$ cat src/rtl/crcfc_pkg.sv
// ----------------------------------------------------------------------------
// crcfc_pkg: shared definitions for the crc frame checker
// Frame layout sizes, crc-16 constants and status codes.
// ----------------------------------------------------------------------------
package crcfc_pkg;

    // frame layout
    localparam int          HDR_BYTES      = 6;
    localparam int          OVERHEAD_BYTES = 8;
    localparam int          COUNT_W        = 17;
    localparam logic [16:0] COUNT_MAX      = 17'h1FFFF;

    // crc-16 ccitt-false
    localparam logic [15:0] CRC_INIT = 16'hFFFF;
    localparam logic [15:0] CRC_POLY = 16'h1021;
    localparam logic [15:0] CRC_MSB  = 16'h8000;

    // register reset
    localparam logic [7:0]  VERSION_RESET = 8'd1;

    // status codes
    localparam logic [1:0]  STATUS_OK      = 2'd0;
    localparam logic [1:0]  STATUS_SHORT   = 2'd1;
    localparam logic [1:0]  STATUS_VERSION = 2'd2;
    localparam logic [1:0]  STATUS_CRC     = 2'd3;

    // output kinds
    localparam logic        KIND_PAYLOAD = 1'b0;
    localparam logic        KIND_STATUS  = 1'b1;

endpackage

$ cat src/rtl/crcfc_crc_byte.sv
// ----------------------------------------------------------------------------
// crcfc_crc_byte: one-byte crc-16 update
// Folds one byte into a crc-16 (poly 0x1021, msb first), eight bit steps.
// ----------------------------------------------------------------------------
module crcfc_crc_byte (
    input  logic [15:0] i_crc,
    input  logic [7:0]  i_byte,
    output logic [15:0] o_crc
);

    // eight shift-and-xor steps on a 16-bit value
    always_comb begin
        logic [15:0] v;
        v = i_crc ^ {i_byte, 8'h00};
        for (int k = 0; k < 8; k++) begin
            if ((v & crcfc_pkg::CRC_MSB) != 16'h0000) begin
                v = {v[14:0], 1'b0} ^ crcfc_pkg::CRC_POLY;
            end else begin
                v = {v[14:0], 1'b0};
            end
        end
        o_crc = v;
    end

endmodule

$ cat config.mk
export PLATFORM = sky130hd
export DESIGN_NAME = crcfc_crc_byte
export DESIGN_NICKNAME = d
export VERILOG_FILES = /design/src/rtl/crcfc_pkg.sv /design/src/rtl/crcfc_crc_byte.sv
export SDC_FILE = /design/constraint.sdc
export NUM_CORES = 1
export LEC_CHECK = 0
export ABC_AREA = 1
export BUFFER_PORTS_ARGS = -buffer_cell sky130_fd_sc_hd__buf_2
export CAP_MARGIN = 20
export CORE_MARGIN = 8
export CORE_UTILIZATION = 37
export DETAILED_ROUTE_END_ITERATION = 6
export PLACE_DENSITY = 0.79
export SETUP_SLACK_MARGIN = 0.1
export SLEW_MARGIN = 20
export SYNTH_ARGS = -nofsm -noshare
export SYNTH_HDL_FRONTEND = slang
export SYNTH_SLANG_ARGS = --single-unit
$ cat constraint.sdc
create_clock -name vclk -period 1.16
set_input_delay 0.232 -clock vclk [all_inputs]
set_output_delay 0.232 -clock vclk [all_outputs]
set_load 0.1 [all_outputs]
==> results of run 1 <==
## cells in the mapped netlist
cell / n
nand2_2: 14
nand3_1: 8
xor2_1: 3
inv_1: 17
nand2_1: 62
nand2_4: 6
inv_2: 5
## metrics by stage
stage / setup TNS [ns] / cell area (um2) / worst slack [ns]
2_1_floorplan: -0.689 / 1050 / -0.194
3_3_place_gp: -2.69 / 1580 / -0.248
## cells by family after synthesis
logic type	after synthesis	share of synthesized area, %
AND/OR/NAND/NOR	90	79.7
buffers and inverters	22	15.4
XOR/XNOR	3	4.90
==> impl_metrics.toml, run 1 <==
[outcome]
outcome = "aborted with a tool error"
last-stage-reached = "detailed placement"
run.stop_error = "[ERROR DPL-0038] Utilization greater than 100%, impossible to legalize"

[placement]
place_congestion = 0.735
buffer_ports.inserted = 40

[synthesis]
synth_top_area_share_pct = 43.4
syn-cell-area_um2 = 537
synth_top_cell_by_area = "nand2_1"
synth_fp_nets = 139
yosys_warnings = 0
synth.area.top_cells = "nand2_1 43%, nand2_2 16%, nand2_4 13%"
mapped_avg_cell_area_um2 = 4.67
synthesis.instances = 115
synth.lib_cells_used.distinct = 7
synth-seq-area-share_pct = 0

[die]
dieHeight_um = 54.1
initial_utilization_pct = 40.2
io_pins = 40
die-width_um = 54.1
core.rowCount = 13
==> run 2: changes to the inputs <==
--- a/config.mk
+++ b/config.mk
@@ -8,11 +8,10 @@
 export ABC_AREA = 1
 export BUFFER_PORTS_ARGS = -buffer_cell sky130_fd_sc_hd__buf_2
 export CAP_MARGIN = 20
-export CORE_MARGIN = 8
-export CORE_UTILIZATION = 37
+export CORE_AREA = 8 8 69 71
 export DETAILED_ROUTE_END_ITERATION = 6
-export PLACE_DENSITY = 0.79
-export SETUP_SLACK_MARGIN = 0.1
+export DIE_AREA = 0 0 77 79
+export PLACE_DENSITY_LB_ADDON = 0.15
 export SLEW_MARGIN = 20
 export SYNTH_ARGS = -nofsm -noshare
 export SYNTH_HDL_FRONTEND = slang
==> run 2 against run 1 <==
The flow now finishes, with violations (setup timing). Area after synthesis unchanged. Synthesized cell count unchanged.
==> impl_metrics.toml, run 2 <==
[outcome]
outcome = "finished, violations left"
violations_in_the_final_reports = "setup timing"

[finish]
layout_common_cells = "38 x nand2_4, 23 x buf_12, 20 x nand2_2"
finish.net_count = 195
layout-area-overhead-vs-synth_pct = 294
numSequentialCells = 0
final_area_um2 = 2120
layout.cells.most_common = "nand2_4"
filler_cells_inserted = 358
sequential_cell_area_um2 = 0
drive_gt1_share_pct = 93.5
antenna_cells_inserted = 0
clock_buffer_cells = 0

[synthesis]
synth-seq-area-share_pct = 0
synth.lib_cells_used.distinct = 7
synth_fp_nets = 139
synthesis.instances = 115
syn-cell-area_um2 = 537
synth_top_area_share_pct = 43.4
synth.area.top_cells = "nand2_1 43%, nand2_2 16%, nand2_4 13%"
yosys.cell_count.top_type = "nand2_1"
leading_post_synthesis_cells_by_instance_count = "62 x nand2_1, 17 x inv_1, 14 x nand2_2"
synth_top_cell_by_area = "nand2_1"
mapped_avg_cell_area_um2 = 4.67
yosys_warnings = 0

[route]
detail_route.wl_per_cell_um = 11.3
initialDrtViolationCount = 11
dr_total_vias = 868
post-route-drc-count = 0
routed_via_density = 3.96
route.antenna.remaining_nets = 0
postRouteWirelength_um = 2460
first_pass_iters = 2

[critical_path]
critPathCaptureType = "output port"
worst_setup_path_start_kind = "primary input"
criticalPathCategory = "in2out"
cp.required_ns = 0.93
timing.critical_path.fanout_max = 3
worst_ep_arrival_time_ns = 1.01

[timing]
grt_setup_unrepaired = "true"
hold_violations = 0
setup_viol_count_final = 15
max_slew_margin_pct = 90.3
fmax_mhz = 803
finalSetupTns_ns = -1.00
min_period_ns = 1.25
worstMarginPinSlew_ns = 0.145
final_critical_path_setup_slack_ns = -0.0855
drv_slew = 0
min_period_over_period_pct = 107

[die]
design.core.area_um2 = 3800
total_die_area_um2 = 6080
dieHeight_um = 79
initial_utilization_pct = 14.1
die-width_um = 77
core.rowCount = 23
io_pins = 40

[clocking]
hold_bufs_at_cts = 0

[global_route]
globalRouteTotalUtil_pct = 7.97
antenna_found_initial = 0
grt_start_max_net_pins = 4
grt_remaining_overflow = 0
grt_first_pass_wirelength_um = 4240
grt_pass1_vias = 969

[run]
drv_cap = 0

[worst_hold_path]
worstHoldPathCells = 3
worstHoldPathType = "in2out"

[placement]
buffer_ports.inserted = 40
place_congestion = 0.590
placedInstanceArea_um2 = 1610
place.detailed.hpwl_um = 1970
dp_slack_ns = -0.279

[pwr]
worst_ir_drop_vdd_uv = 458
power.static_leakage_nw = 1.02
power.density_nw_per_um2 = 791
[run 2: cell counts after synthesis]
No cell type changed its count.
[run 2: logic make-up (layout without fill, tap and decap cells)]
family	count (synthesis)	count (layout)	synth area share (%)
buffers and inverters	22	76	15.4
and+or+nand+nor	90	90	79.7
xor gates and xnor gates	3	3	4.90
[run 2: stage by stage]
| step | power [mW] | std cells | util, % | hold slack (ns) |
|---|---|---|---|---|
| after floorplan | 0.945 | 115 | - | 0.660 |
| after global placement | 1.43 | 216 | 42.3 | 0.818 |
| after detailed placement | 1.44 | 216 | 42.3 | 0.824 |
| after CTS | 1.64 | 218 | 53.3 | 0.824 |
| after global routing | 1.74 | 219 | 55.7 | 0.835 |
| final | 1.67 | 219 | 55.7 | 0.820 |
[run 2: final timing paths]
path | from | end | slack [ns]
min | i_crc[3] | o_crc[11] | 0.82
max | i_byte[6] | o_crc[7] | -0.09
[run 2: final cells by class]
type / count / area, um2 / share of cell area, %
multi-input combinational: 93 / 1140 / 53.7
timing repair buffer: 54 / 748 / 35.4
inverter: 22 / 169 / 7.98
tap: 50 / 62.6 / 2.96
[run 2: critical path, cell delays in order]
cell	delay, ns
buf_12	0.12
inv_12	0.05
nand2_4	0.05
nand2_4	0.09
nand2_4	0.09
nand2_8	0.09
nand2_4	0.06
nand2_8	0.07
buf_12	0.16
[run 2: per-layer routing]
layer / wire length (um) / track usage [%]
met1: 814 / 8.31
met2: 1520 / 16.7
met3: 125 / 1.58
met4: 0 / 0
met5: 0 / 0
[run 2: repair_timing]
item	4_1_cts	5_1_grt
endpoints found under the setup margin	16	15
pin swaps	49	26
gates cloned	0	0
resized for setup	107	21
buffers inserted	2	1
[run 2: where the power goes]
part	switching [mW]	internal, mW	leakage (nW)
Clock	0	0	0
Combinational	1.01	0.666	1.02
Sequential	0	0	0
Total	1.01	0.666	1.02
No activity file was read; power rests on OpenSTA's default activity.
==> run 3: changes to the inputs <==
--- a/config.mk
+++ b/config.mk
@@ -5,7 +5,6 @@
 export SDC_FILE = /design/constraint.sdc
 export NUM_CORES = 1
 export LEC_CHECK = 0
-export ABC_AREA = 1
 export BUFFER_PORTS_ARGS = -buffer_cell sky130_fd_sc_hd__buf_2
 export CAP_MARGIN = 20
 export CORE_AREA = 8 8 69 71
==> run 3 against run 2 <==
The run still ends with setup timing left. Worst setup slack lost 0.25 ns. Critical path depth shrank 5. Non-clock buffer count grew 1. Die area is the same. Cell area shrank 32%. Synthesized cell count shrank 78%. Cell count shrank 41%. Routed wire length shrank 39%. Worst hold slack gained 0.00094 ns. Highest routed layer unchanged. Area after synthesis shrank 27%. Via count shrank 53%.
==> impl_metrics.toml, run 3 <==
[outcome]
outcome = "finished, violations left"
violations_in_the_final_reports = "setup timing"

[finish]
layout-area-overhead-vs-synth_pct = 269
layout_common_cells = "19 x buf_6, 15 x buf_12, 12 x xnor2_4"
clock_buffer_cells = 0
finish.net_count = 106
final_area_um2 = 1450
sequential_cell_area_um2 = 0
layout.cells.most_common = "buf_6"
antenna_cells_inserted = 0
numSequentialCells = 0
drive_gt1_share_pct = 98.8
filler_cells_inserted = 380

[route]
wl_met3_um = 96
post-route-drc-count = 0
wl_met2_um = 870
m1WireLength_um = 526
detail_route.wl_per_cell_um = 11.5
routed_via_density = 3.15
postRouteWirelength_um = 1490
initialDrtViolationCount = 0
route.antenna.remaining_nets = 0
uppermost_routed_layer = "met3"
first_pass_iters = 1
dr_total_vias = 409

[placement]
place_congestion = 0.621
placedInstanceArea_um2 = 1190
buffer_ports.inserted = 40
place.detailed.hpwl_um = 1230
dp_slack_ns = -0.441

[global_route]
antenna_found_initial = 0
grt_remaining_overflow = 0
grt_pass1_vias = 483
grt_first_pass_wirelength_um = 2520
globalRouteTotalUtil_pct = 4.91
grt_start_max_net_pins = 6

[pwr]
switching_power_as_a_share_of_total_power_pct = 57.3
worst_ir_drop_vdd_uv = 741
seqPwrFrac_pct = 0
total_power_mw = 2.27
p_comb_share_pct = 100.0
power_switching_mw = 1.30
power.static_leakage_nw = 0.660
power.density_nw_per_um2 = 1570
internal_power_mw = 0.969
clkPwrFrac_pct = 0

[synthesis]
synth.lib_cells_used.distinct = 7
syn-cell-area_um2 = 392
leading_post_synthesis_cells_by_instance_count = "7 x xnor2_1, 5 x xnor3_1, 4 x xnor2_2, 4 x xor3_1, 3 x xor2_1"
yosys.area_share.xor_xnor_pct = 99.0
synth_mux_area_share_pct = 0
yosys.cell_count.top_type = "xnor2_1"
synth_simple_gate_area_share_pct = 0
synth.area.top_cells = "xnor3_1 29%, xor3_1 24%, xnor2_2 17%"
synth_top_area_share_pct = 28.8
synthesis.instances = 25
synth_compound_gate_area_share_pct = 0
mapped_avg_cell_area_um2 = 15.7
yosys.area_share.adder_pct = 0
yosys_warnings = 0
synth_fp_nets = 49
synth-seq-area-share_pct = 0
main_combinational_cell_family_by_area_after_synthesis = "XOR/XNOR gates"
synth_top_cell_by_area = "xnor3_1"

[die]
dieHeight_um = 79
io_pins = 40
die-width_um = 77
core.rowCount = 23
initial_utilization_pct = 10.3
total_die_area_um2 = 6080
design.core.area_um2 = 3800

[timing]
setup_viol_count_final = 16
drv_slew = 0
hold_violations = 0
worstMarginPinSlew_ns = 0.238
fmax_mhz = 671
min_period_ns = 1.49
tightest_hold_margin_ns = 0.821
grt_setup_unrepaired = "true"
min_period_over_period_pct = 128
final_critical_path_setup_slack_ns = -0.331
finalSetupTns_ns = -3.32
max_slew_margin_pct = 84.1

[critical_path]
cpLargestDelayFamily = "XOR/XNOR gates"
critical_path.cell_chain = "buf_6 -> xnor3_1 -> xnor3_4 -> buf_12"
cpMaxStageDelayCell = "xnor3_1"
worstPathBufferInverterCount = 2
critPathCaptureType = "output port"
worst_ep_arrival_time_ns = 1.26
timing.critical_path.fanout_max = 1
cp.required_ns = 0.93
worst_setup_path_start_kind = "primary input"
criticalPathCategory = "in2out"
worst_path_largest_cell_delay_ns = 0.39

[run]
drv_cap = 0

[worst_hold_path]
worstHoldPathType = "in2out"

[clocking]
hold_bufs_at_cts = 0
==> run 3: power groups by stage <==
stage	sequential, mW	clock, mW	combinational, mW
final	0	0	2.27
after global routing	0	0	2.34
after detailed placement	0	0	2.07
after floorplan	0	0	1.43
after global placement	0	0	2.08
after CTS	0	0	2.27
==> run 3: path summary, 6_finish.rpt <==
kind	endpoint	cells past startpoint	slack [ns]	startpoint
max	o_crc[12]	4	-0.33	i_crc[4]
min	o_crc[11]	3	0.82	i_crc[3]
==> run 3: what timing repair did <==
action / in CTS / in global routing
setup buffers: 5 / 2
setup endpoints to repair: 16 / 16
pin swaps: 17 / 6
gates resized for setup: 58 / 6
==> run 3: layout make-up <==
cell class / instances / area [um2] / area share (%)
well taps: 50 / 62.6 / 4.33
inverters: 1 / 8.76 / 0.606
repair buffers: 55 / 724 / 50.1
multi-input cells: 24 / 651 / 45.0
==> run 3: per-stage QoR <==
step / utilization, % / instances
after floorplan: - / 25
after global placement: 31.3 / 125
after detailed placement: 31.3 / 125
after CTS: 37.7 / 130
after global routing: 38.1 / 130
final: 38.1 / 130
==> run 3: logic make-up (layout without fill, tap and decap cells) <==
logic type  Yosys count  after routing
buf+inv               1             56
xor+xnor             24             24
==> run 3: per-layer routing <==
layer | up-vias | global-route usage [%]
li1 | 192 | -
met2 | 19 | 10.0
met4 | 0 | 0
met3 | 0 | 1.02
met5 | - | 0
met1 | 198 | 5.32
==> run 3: tightest hold or removal path: cells and delay by family <==
| family | cells | cell delay (ns) |
|---|---|---|
| buf+inv | 2 | 0.28 |
| xor+xnor | 1 | 0.07 |
